==> src/sv/dscd_pkg.sv <==
`default_nettype none
package dscd_pkg;

  localparam int unsigned DATE_LEN   = 10;
  localparam int unsigned POS_SAT    = 11;
  localparam int unsigned SEP_POS_A  = 2;
  localparam int unsigned SEP_POS_B  = 5;
  localparam int unsigned NUM_DIGITS = 8;
  localparam int unsigned MONTHS     = 12;
  localparam int unsigned SPAN_W     = 22;
  localparam int unsigned YEAR_W     = 14;
  localparam int unsigned PART_W     = 12;

  localparam logic [7:0] ASCII_ZERO = 8'h30;
  localparam logic [7:0] ASCII_NINE = 8'h39;
  localparam logic [8:0] DAYS_PER_YEAR = 9'd365;

  typedef enum logic [2:0] {
    ST_OK     = 3'd0,
    ST_FORMAT = 3'd1,
    ST_DAY    = 3'd2,
    ST_MONTH  = 3'd3,
    ST_YEAR   = 3'd4
  } status_t;

  typedef logic [3:0] digit_t;
  typedef digit_t [NUM_DIGITS-1:0] digits_t;

  typedef struct packed {
    logic [7:0] char_code;
    logic       end_of_string;
  } in_word_t;

  typedef struct packed {
    logic [2:0]        date_status;
    logic              is_departure;
    logic              span_valid;
    logic [SPAN_W-1:0] span_days;
  } out_word_t;

  // Finished string, digits in DD MM YYYY order
  typedef struct packed {
    logic    fmt_err;
    logic    dep;
    digits_t dig;
  } front_out_t;

  typedef struct packed {
    status_t           status;
    logic              dep;
    logic [YEAR_W-1:0] ys;
    logic [6:0]        cent;
    logic [3:0]        mp;
    logic [4:0]        day;
  } check_out_t;

  typedef struct packed {
    status_t           status;
    logic              dep;
    logic [SPAN_W-1:0] dn;
  } daynum_out_t;

  function automatic logic [4:0] month_len(input logic [6:0] m, input logic leap);
    logic [4:0] len;
    unique case (m)
      7'd1, 7'd3, 7'd5, 7'd7, 7'd8, 7'd10, 7'd12: len = 5'd31;
      7'd4, 7'd6, 7'd9, 7'd11:                    len = 5'd30;
      7'd2:                                       len = leap ? 5'd29 : 5'd28;
      default:                                    len = 5'd0;
    endcase
    return len;
  endfunction

  // Days before the shifted month (March is month zero)
  function automatic logic [8:0] month_offset(input logic [3:0] mp);
    logic [8:0] off;
    unique case (mp)
      4'd0:    off = 9'd0;
      4'd1:    off = 9'd31;
      4'd2:    off = 9'd61;
      4'd3:    off = 9'd92;
      4'd4:    off = 9'd122;
      4'd5:    off = 9'd153;
      4'd6:    off = 9'd184;
      4'd7:    off = 9'd214;
      4'd8:    off = 9'd245;
      4'd9:    off = 9'd275;
      4'd10:   off = 9'd306;
      4'd11:   off = 9'd337;
      default: off = 9'd0;
    endcase
    return off;
  endfunction

endpackage
`default_nettype wire

==> src/sv/date_string_check_and_day_span_top.sv <==
// Date string checker and day span counter. Feed the characters of two date
// strings (DD?MM?YYYY) one word per cycle, end_of_string on the last one;
// strings alternate arrival, departure, arrival, ... For each string end one
// result word comes out with the date status (format, day, month, year error
// or ok) and, after a departure date with both dates valid, the day count
// from arrival to departure (zero if departure is not later). A new character
// is taken every cycle while the output is not stalled; a result word passes
// through five register stages (character capture at the edge that takes its
// final character, then date check, year scaling, day number sum, span and
// output). Backpressure on the output stalls the whole pipeline at once.
`default_nettype none
module date_string_check_and_day_span_top (
  input  wire logic                clk,
  input  wire logic                rst_n,
  input  wire logic                in_valid,
  output logic                     in_ready,
  input  wire dscd_pkg::in_word_t  in_data,
  output logic                     out_valid,
  input  wire logic                out_ready,
  output dscd_pkg::out_word_t      out_data
);

  logic adv, in_fire;
  logic s1_v_r, s2_v_r, s3_v_r, s4_v_r, out_valid_r;

  dscd_pkg::front_out_t  fo;
  dscd_pkg::check_out_t  co;
  dscd_pkg::daynum_out_t dno;

  logic                        arr_ok_r;
  logic [dscd_pkg::SPAN_W-1:0] arr_dn_r;
  dscd_pkg::out_word_t         out_data_r, out_nxt;
  logic                        ok, sv;

  // Advance every stage unless a finished word is held at the output
  assign adv      = ~out_valid_r | out_ready;
  assign in_ready = adv;
  assign in_fire  = in_valid & adv;

  dscd_front u_front (
    .clk     (clk),
    .rst_n   (rst_n),
    .adv     (adv),
    .in_fire (in_fire),
    .in_data (in_data),
    .fo      (fo)
  );

  dscd_check u_check (
    .clk (clk),
    .adv (adv),
    .fi  (fo),
    .co  (co)
  );

  dscd_daynum u_daynum (
    .clk (clk),
    .adv (adv),
    .ci  (co),
    .dno (dno)
  );

  // Only string ends travel down the pipe
  always_ff @(posedge clk) begin
    if (!rst_n) begin
      s1_v_r      <= 1'b0;
      s2_v_r      <= 1'b0;
      s3_v_r      <= 1'b0;
      s4_v_r      <= 1'b0;
      out_valid_r <= 1'b0;
    end else if (adv) begin
      s1_v_r      <= in_fire & in_data.end_of_string;
      s2_v_r      <= s1_v_r;
      s3_v_r      <= s2_v_r;
      s4_v_r      <= s3_v_r;
      out_valid_r <= s4_v_r;
    end
  end

  // Span against the latest arrival; arrival always leaves this stage first
  always_comb begin
    ok = (dno.status == dscd_pkg::ST_OK);
    sv = dno.dep & arr_ok_r & ok;
    out_nxt.date_status  = 3'(dno.status);
    out_nxt.is_departure = dno.dep;
    out_nxt.span_valid   = sv;
    out_nxt.span_days    = (sv && (dno.dn > arr_dn_r)) ? dno.dn - arr_dn_r : '0;
  end

  always_ff @(posedge clk) begin
    if (!rst_n) begin
      arr_ok_r <= 1'b0;
      arr_dn_r <= '0;
    end else if (adv && s4_v_r && !dno.dep) begin
      // latch the arrival date for the next departure
      arr_ok_r <= ok;
      arr_dn_r <= dno.dn;
    end
  end

  always_ff @(posedge clk) begin
    if (adv) begin
      out_data_r <= out_nxt;
    end
  end

  assign out_valid = out_valid_r;
  assign out_data  = out_data_r;

endmodule
`default_nettype wire

==> src/sv/dscd_front.sv <==
`default_nettype none
module dscd_front (
  input  wire logic                  clk,
  input  wire logic                  rst_n,
  input  wire logic                  adv,
  input  wire logic                  in_fire,
  input  wire dscd_pkg::in_word_t    in_data,
  output dscd_pkg::front_out_t       fo
);

  logic [3:0]        pos_r, pos_nxt, pos_inc;
  logic              fmt_bad_r, fmt_nxt;
  logic              second_r;
  dscd_pkg::digits_t dig_r, dig_nxt;
  logic [2:0]        slot;
  logic              digit_pos, is_num;
  dscd_pkg::front_out_t fo_r;

  always_comb begin
    digit_pos = (pos_r < 4'(dscd_pkg::DATE_LEN)) && (pos_r != 4'(dscd_pkg::SEP_POS_A))
             && (pos_r != 4'(dscd_pkg::SEP_POS_B));
    is_num    = (in_data.char_code >= dscd_pkg::ASCII_ZERO)
             && (in_data.char_code <= dscd_pkg::ASCII_NINE);
    if (pos_r < 4'(dscd_pkg::SEP_POS_A)) begin
      slot = pos_r[2:0];
    end else if (pos_r < 4'(dscd_pkg::SEP_POS_B)) begin
      slot = 3'(pos_r - 4'd1);
    end else begin
      slot = 3'(pos_r - 4'd2);
    end
    pos_inc = (pos_r < 4'(dscd_pkg::POS_SAT)) ? pos_r + 4'd1 : 4'(dscd_pkg::POS_SAT);
    dig_nxt = dig_r;
    if (digit_pos) begin
      dig_nxt[slot] = is_num ? in_data.char_code[3:0] : 4'd0;
    end
    fmt_nxt = fmt_bad_r | (digit_pos & ~is_num);
    pos_nxt = pos_inc;
  end

  always_ff @(posedge clk) begin
    if (!rst_n) begin
      pos_r     <= '0;
      fmt_bad_r <= 1'b0;
      dig_r     <= '0;
      second_r  <= 1'b0;
    end else if (in_fire) begin
      if (in_data.end_of_string) begin
        // clear for the other string
        pos_r     <= '0;
        fmt_bad_r <= 1'b0;
        dig_r     <= '0;
        second_r  <= ~second_r;
      end else begin
        pos_r     <= pos_nxt;
        fmt_bad_r <= fmt_nxt;
        dig_r     <= dig_nxt;
      end
    end
  end

  always_ff @(posedge clk) begin
    if (adv) begin
      fo_r.fmt_err <= (pos_nxt != 4'(dscd_pkg::DATE_LEN)) | fmt_nxt;
      fo_r.dep     <= second_r;
      fo_r.dig     <= dig_nxt;
    end
  end

  assign fo = fo_r;

endmodule
`default_nettype wire

==> src/sv/dscd_check.sv <==
`default_nettype none
module dscd_check (
  input  wire logic                 clk,
  input  wire logic                 adv,
  input  wire dscd_pkg::front_out_t fi,
  output dscd_pkg::check_out_t      co
);

  logic [6:0]  d, m, cc, yy;
  logic [13:0] y;
  logic        leap, early;
  dscd_pkg::status_t status;
  dscd_pkg::check_out_t co_nxt, co_r;

  always_comb begin
    d  = 7'(fi.dig[0]) * 7'd10 + 7'(fi.dig[1]);
    m  = 7'(fi.dig[2]) * 7'd10 + 7'(fi.dig[3]);
    cc = 7'(fi.dig[4]) * 7'd10 + 7'(fi.dig[5]);
    yy = 7'(fi.dig[6]) * 7'd10 + 7'(fi.dig[7]);
    y  = 14'(cc) * 14'd100 + 14'(yy);
    // divisible by 4 and not by 100, or by 400
    leap = ((yy[1:0] == 2'd0) && (yy != 7'd0)) || ((yy == 7'd0) && (cc[1:0] == 2'd0));

    priority if (fi.fmt_err) begin
      status = dscd_pkg::ST_FORMAT;
    end else if ((d == 7'd0) || (d > 7'(dscd_pkg::month_len(m, leap)))) begin
      status = dscd_pkg::ST_DAY;
    end else if ((m == 7'd0) || (m > 7'(dscd_pkg::MONTHS))) begin
      status = dscd_pkg::ST_MONTH;
    end else if (y == 14'd0) begin
      status = dscd_pkg::ST_YEAR;
    end else begin
      status = dscd_pkg::ST_OK;
    end

    // January and February count with the previous year
    early = (m <= 7'd2);
    co_nxt.status = status;
    co_nxt.dep    = fi.dep;
    co_nxt.ys     = early ? y - 14'd1 : y;
    co_nxt.cent   = (early && (yy == 7'd0)) ? cc - 7'd1 : cc;
    co_nxt.mp     = early ? m[3:0] + 4'd9 : m[3:0] - 4'd3;
    co_nxt.day    = d[4:0];
  end

  always_ff @(posedge clk) begin
    if (adv) begin
      co_r <= co_nxt;
    end
  end

  assign co = co_r;

endmodule
`default_nettype wire

==> src/sv/dscd_daynum.sv <==
`default_nettype none
module dscd_daynum (
  input  wire logic                 clk,
  input  wire logic                 adv,
  input  wire dscd_pkg::check_out_t ci,
  output dscd_pkg::daynum_out_t     dno
);

  logic [dscd_pkg::SPAN_W-1:0] yr_days_r;
  logic [dscd_pkg::PART_W-1:0] part_r, part_nxt;
  dscd_pkg::status_t           status_r;
  logic                        dep_r;
  dscd_pkg::daynum_out_t       dno_r;

  // Leap days plus offsets inside the year; small, wraps only for bad dates
  always_comb begin
    part_nxt = dscd_pkg::PART_W'(ci.ys >> 2) - dscd_pkg::PART_W'(ci.cent)
             + dscd_pkg::PART_W'(ci.cent >> 2)
             + dscd_pkg::PART_W'(dscd_pkg::month_offset(ci.mp))
             + dscd_pkg::PART_W'(ci.day) - dscd_pkg::PART_W'(1);
  end

  always_ff @(posedge clk) begin
    if (adv) begin
      yr_days_r <= dscd_pkg::SPAN_W'(ci.ys) * dscd_pkg::SPAN_W'(dscd_pkg::DAYS_PER_YEAR);
      part_r    <= part_nxt;
      status_r  <= ci.status;
      dep_r     <= ci.dep;
      dno_r.status <= status_r;
      dno_r.dep    <= dep_r;
      dno_r.dn     <= (status_r == dscd_pkg::ST_OK)
                    ? yr_days_r + dscd_pkg::SPAN_W'(part_r) : '0;
    end
  end

  assign dno = dno_r;

endmodule
`default_nettype wire

==> config.mk <==
export PLATFORM = sky130hd
export DESIGN_NAME = date_string_check_and_day_span_top
export DESIGN_NICKNAME = d
export VERILOG_FILES = /design/src/sv/dscd_pkg.sv /design/src/sv/date_string_check_and_day_span_top.sv /design/src/sv/dscd_front.sv /design/src/sv/dscd_check.sv /design/src/sv/dscd_daynum.sv
export SDC_FILE = /design/constraint.sdc
export NUM_CORES = 1
export LEC_CHECK = 0
export ABC_AREA = 1
export BUFFER_PORTS_ARGS = -buffer_cell sky130_fd_sc_hd__buf_2
export CORE_ASPECT_RATIO = 0.6
export CORE_UTILIZATION = 45
export CTS_CLUSTER_DIAMETER = 80
export DETAILED_ROUTE_END_ITERATION = 6
export PLACE_DENSITY_LB_ADDON = 0.1
export SYNTH_ARGS = -nofsm -noshare
export SYNTH_HDL_FRONTEND = slang
export SYNTH_SLANG_ARGS = --single-unit
==> constraint.sdc <==
create_clock -name clk -period 10.8 [get_ports clk]
set_clock_uncertainty 0.05 [all_clocks]
set_input_delay 1.08 -clock clk [delete_from_list [all_inputs] [get_ports clk]]
set_output_delay 1.08 -clock clk [all_outputs]
set_load 0.005 [all_outputs]
## Word-level counts from Yosys, hierarchy flattened

Memory sizes are Yosys's and may differ from the RTL's. A register that Yosys moved wholly into a read port is not among the register bits.
Index checks and enable logic that the tools add are counted.
Widths: inputs -> output; s select.

- Bits in read-only memories: 144
- Latch bits: 0
- Memory bits (writable): 0
- Output and inout bits: 29
- Logic and storage cells: 158
- Bits in registers: 225
- Input port bits: 13
- Memories kept: 1

- Add/sub/neg operators: 19
- Equality and inequality tests: 15
- Multipliers: 6
- Shifts and indexed selects: 0
- Bitwise gates (word level): 11
- Divide/modulo/power cells: 0
- Multiplexer cells: 21
- Reductions and logical operators: 27
- $lt $le $gt $ge: 12

Memories:

| memory | words | width | read ports | clocked after memory_dff | wr ports | line | RTL |
|---|---|---|---|---|---|---|---|
| (name not given) | 16 | 9 | 1 | 1 | 0 | dscd_pkg.sv:77 | `unique case (mp)` |

Operator list:

| cell | count |
|---|---|
| $mux 32 | 2 |
| $eq 7x4->1 const B | 5 |
| $bwmux 32 | 1 |
| $add 7x4->7 | 4 |
| $eq 7x3->1 const B | 4 |
| $add 12x5->12 | 2 |
| $mul 4x3->6 const B | 4 |
| $mux 4 | 6 |
| $add 22x12->22 | 1 |
| $gt 22x22->1 | 1 |
| $mul 14x9->22 const B | 1 |
| $sub 22x22->22 | 1 |
| $logic_not 7->1 | 3 |
| $pmux 5 s3 | 1 |
| $add 14x7->14 | 1 |
| $eq 7x2->1 const B | 2 |
| $logic_not 14->1 | 1 |
| $mux 14 | 1 |
| $sub 14x1->14 const B | 1 |
| $add 12x9->12 | 1 |
| $demux 4 s3 | 1 |
| $mul 7x5->12 const B | 1 |
| $sub 12x1->12 const B | 1 |
| $sub 12x7->12 | 1 |
| other kinds (38) | 64 |

## Logic depth before layout (Yosys ltp)

- Depth after elaboration: 11
- Mapped depth: 26
- Gate-level depth less buffers: 25

## Cells and area by module

Synthesis repeated with hierarchy kept, for this count alone.

- Cell total of the unflattened synthesis: 2,189
- Area, all modules: 17,803.3 µm²

By module, submodules not included:

| module | cells an instance | sequential area each (µm²) | area an instance (µm²) | times used |
|---|---|---|---|---|
| dscd_daynum | 800 | 1,921.8 | 6,842.8 | 1 |
| dscd_check | 483 | 1,021.0 | 3,947.5 | 1 |
| date_string_check_and_day_span_top | 500 | 1,371.3 | 3,588.4 | 1 |
| dscd_front | 406 | 1,781.7 | 3,424.5 | 1 |

## Least setup slack after synthesis

Ideal clock, no wire load.

- Kind: input to register
- From: input port out_ready
- To: register (tool-made name)
- Data arrival time: 7,789 ps
- Data required time: 10,629 ps
- Buffers on the path: 1
- Setup slack: 2,839 ps
- Library setup time: 121 ps
- Stages: 10
- Cells stage by stage: nor2_2 > inv_1 > clkbuf_1 > o21ai_0 > ha_1 > inv_1 > nand2_1 > o21ai_0 > nand2_1 > o21ai_0

RTL lines:

| what | line | RTL |
|---|---|---|
| from (decl) | date_string_check_and_day_span_top.sv:19 | `input wire logic out_ready,` |

==> run metrics <==
status finished, final reports clean; cell count after placement 2432; Top FF cell, synth edfxtp_1; CP Class reg -> reg; Initial Util a little under half; critical-path maximum fanout 6; crit path time final slightly below 5 ns; Root Driver clkbuf_16; synth cell count leaders nand2_1, inv_1, ha_1, a21oi_1, edfxtp_1; CTS Sinks roughly 230; Slew @ Worst Pin ~1.0 ns; multi-input logic area about 9200 um^2; core area 36600 um^2; Die W ~250 um; initial antenna violation count 0; max-cap viol count 0; count leader, synth nand2_1; I/O Buffers 41; R2R Setup Slk 5.99 ns; Setup crit end u_check.co[29]; vias per cell 5.01; final hold slack 0.370 ns; proportion of layout cells with a drive suffix above 1 ~6.6%; M3 GR Usage under 10%; Slew Limit Fails 0; DRC 0; Top Ports 42; fill cell count approximately 3500; largest net degree at the start of global routing 99; Post-synth EDFFs roughly 160; RSZ-0062 raised after global routing false; Final #Nets 2232; Hold/Removal Path Class reg -> reg; largest cells by area after synthesis edfxtp_1, ha_1, dfxtp_1; die height between 150 and 200 um; Yosys warning count 0; H-tree depth 1; worst-skew pair later-pin latency ~0.54 ns; Reg area roughly 6300 um^2; GRT Residual Overflow 0; hold-fix buffers at CTS 0; Syn Nets around 2200; Placer Congestion 0.872; worst r2r dst u_check.co[29]; reg2reg start u_front.fo[17]; clock-pin slew on the worst setup and hold paths ~0.060 ns; Yosys reg bits roughly 230; M1 GR Usage roughly 29%; number of global-route vias before repair around 12000; ys async rst share 0%; final core occ between 50% and 60%; Post-CTS Setup Inserts 0; area grow syn2layout 9.86%; die area roughly 38000 um^2; fmax just over 0.2 GHz; Rel. slew slack between 30% and 40%; Detail Placement HPWL ~28000 um; Worst Setup End Kind flop; CTS resizes 0; CTS buffer count 24; Total GRT Usage between 15 and 20%; antenna fix cells 0; Crit path required time 11.03 ns; Arr. time, crit path slightly above 5 ns; Post-DRT Antenna Nets 0; routed len/inst 14.6 um; GRT busiest layer met2; final WL between 30000 and 40000 um; top cell type's share of synthesized area between 20% and 30%; total number of vias around 12000; Setup crit start kind flop; CTS max path bufs 3; first-pass GRT wire length roughly 60000 um; final-report hold violation count 0; final period utilization roughly 45%; Mapped Cells around 1900; Reg2Reg Depth 20; crit path from u_front.fo[17]; drt first pass iters 5; post-synthesis sequential area ratio 37.4%; Unique masters post-synth 53; CTS tree yes; Final setup violation count 0; Synth Area per Inst around 8.8 um^2; total negative slack 0 ns; initial detailed-routing violation count around 700; met2 Use GR between 20% and 30%; Layout Cells excl Fill 2476; post-synthesis cell area 16800 um^2; FP Rows 54; Yosys top cell by area edfxtp_1
## layer usage
layer / part of all wire, % / wire, um
met1: 54 / 19400
met2: 41 / 14800
met3: 3.9 / 1390
met4: 1.4 / 505
met5: 0 / 0
## sequential cells by signal, indices dropped and copies added (netlist names), 3 cells and up, named ones only
register and count:
arr_dn_r 22, u_front.fo 34, u_daynum.dno 26, u_daynum.part_r 12, u_check.co 34, u_daynum.yr_days_r 22
out_data 27, u_daynum.status_r 3, u_front.pos_r 4, u_front.dig_r 32
## critical path, stage by stage (launching register included)
cell and delay [ns]:
edfxtp_1 0.42, ha_1 0.32, ha_1 0.21, inv_1 0.07, fa_1 0.45, xor2_1 0.44
inv_1 0.17, ha_1 0.32, ha_1 0.29, ha_1 0.29, ha_1 0.39, nand2_1 0.07
inv_1 0.07, nand4_1 0.07, nand3_1 0.10, xor2_1 0.34, nand3_1 0.11, nand2_1 0.18
nand3_1 0.09, nand2_1 0.06, nand2_1 0.05
## metrics by stage
step	worst slack [ns]	instance area [um^2]
finish	5.99	18500
global route	5.57	18500
CTS	5.98	18500
global placement	6.08	17600
detailed placement	5.99	17600
floorplan	2.84	16800
## cell usage in the layout (no fill, tap or decap), types with 22 or more instances in the layout
| cell type | n |
|---|---|
| inv_1 | 318 |
| o21ai_1 | 22 |
| a21oi_1 | 167 |
| ha_1 | 193 |
| xor2_1 | 44 |
| nand3_1 | 83 |
| nand2_1 | 383 |
| xnor2_1 | 29 |
| nor2_1 | 91 |
| dfxtp_1 | 75 |
| o21ai_0 | 87 |
| nand4_1 | 24 |
| clkbuf_16 | 28 |
| o21a_1 | 23 |
| buf_2 | 41 |
| edfxtp_1 | 159 |
| fa_1 | 72 |
## cell families (layout without fill, tap and decap cells)
group	count (synthesis)	after routing	share of synthesized area, %
buffers and inverters	355	417	8.06
XOR/XNOR	75	75	4.07
flip-flops	234	234	37.4
adder cells (fa/ha/maj)	265	265	23.0
AO/OA/AOI/OAI	337	337	11.0
AND/OR/NAND/NOR	644	644	16.5
## cell type report
type	instances	area share (%)
multi-input combinational	1321	49.7
sequential	234	34.0
inverter	327	6.68
clock buffer	35	4.16
tap	504	3.42
timing repair buffer	46	1.32
clock inverter	9	0.705
## worst min-delay path by stage
stage	end	slack, ns	startpoint	cells past startpoint
2_1_floorplan	u_check.co[30]	0.35	u_front.fo[32]	0
3_3_place_gp	u_daynum.dno[22]	0.35	u_daynum.dep_r	0
3_5_place_dp	u_daynum.status_r[0]	0.36	u_check.co[31]	0
4_1_cts	u_daynum.status_r[0]	0.37	u_check.co[31]	0
5_1_grt	u_daynum.dno[22]	0.39	u_daynum.dep_r	0
6_report	u_daynum.dno[22]	0.37	u_daynum.dep_r	0
Power is left out: the tool's default activity adds up to more than one toggle a clock period on the data nets, which glitch-free logic cannot reach.
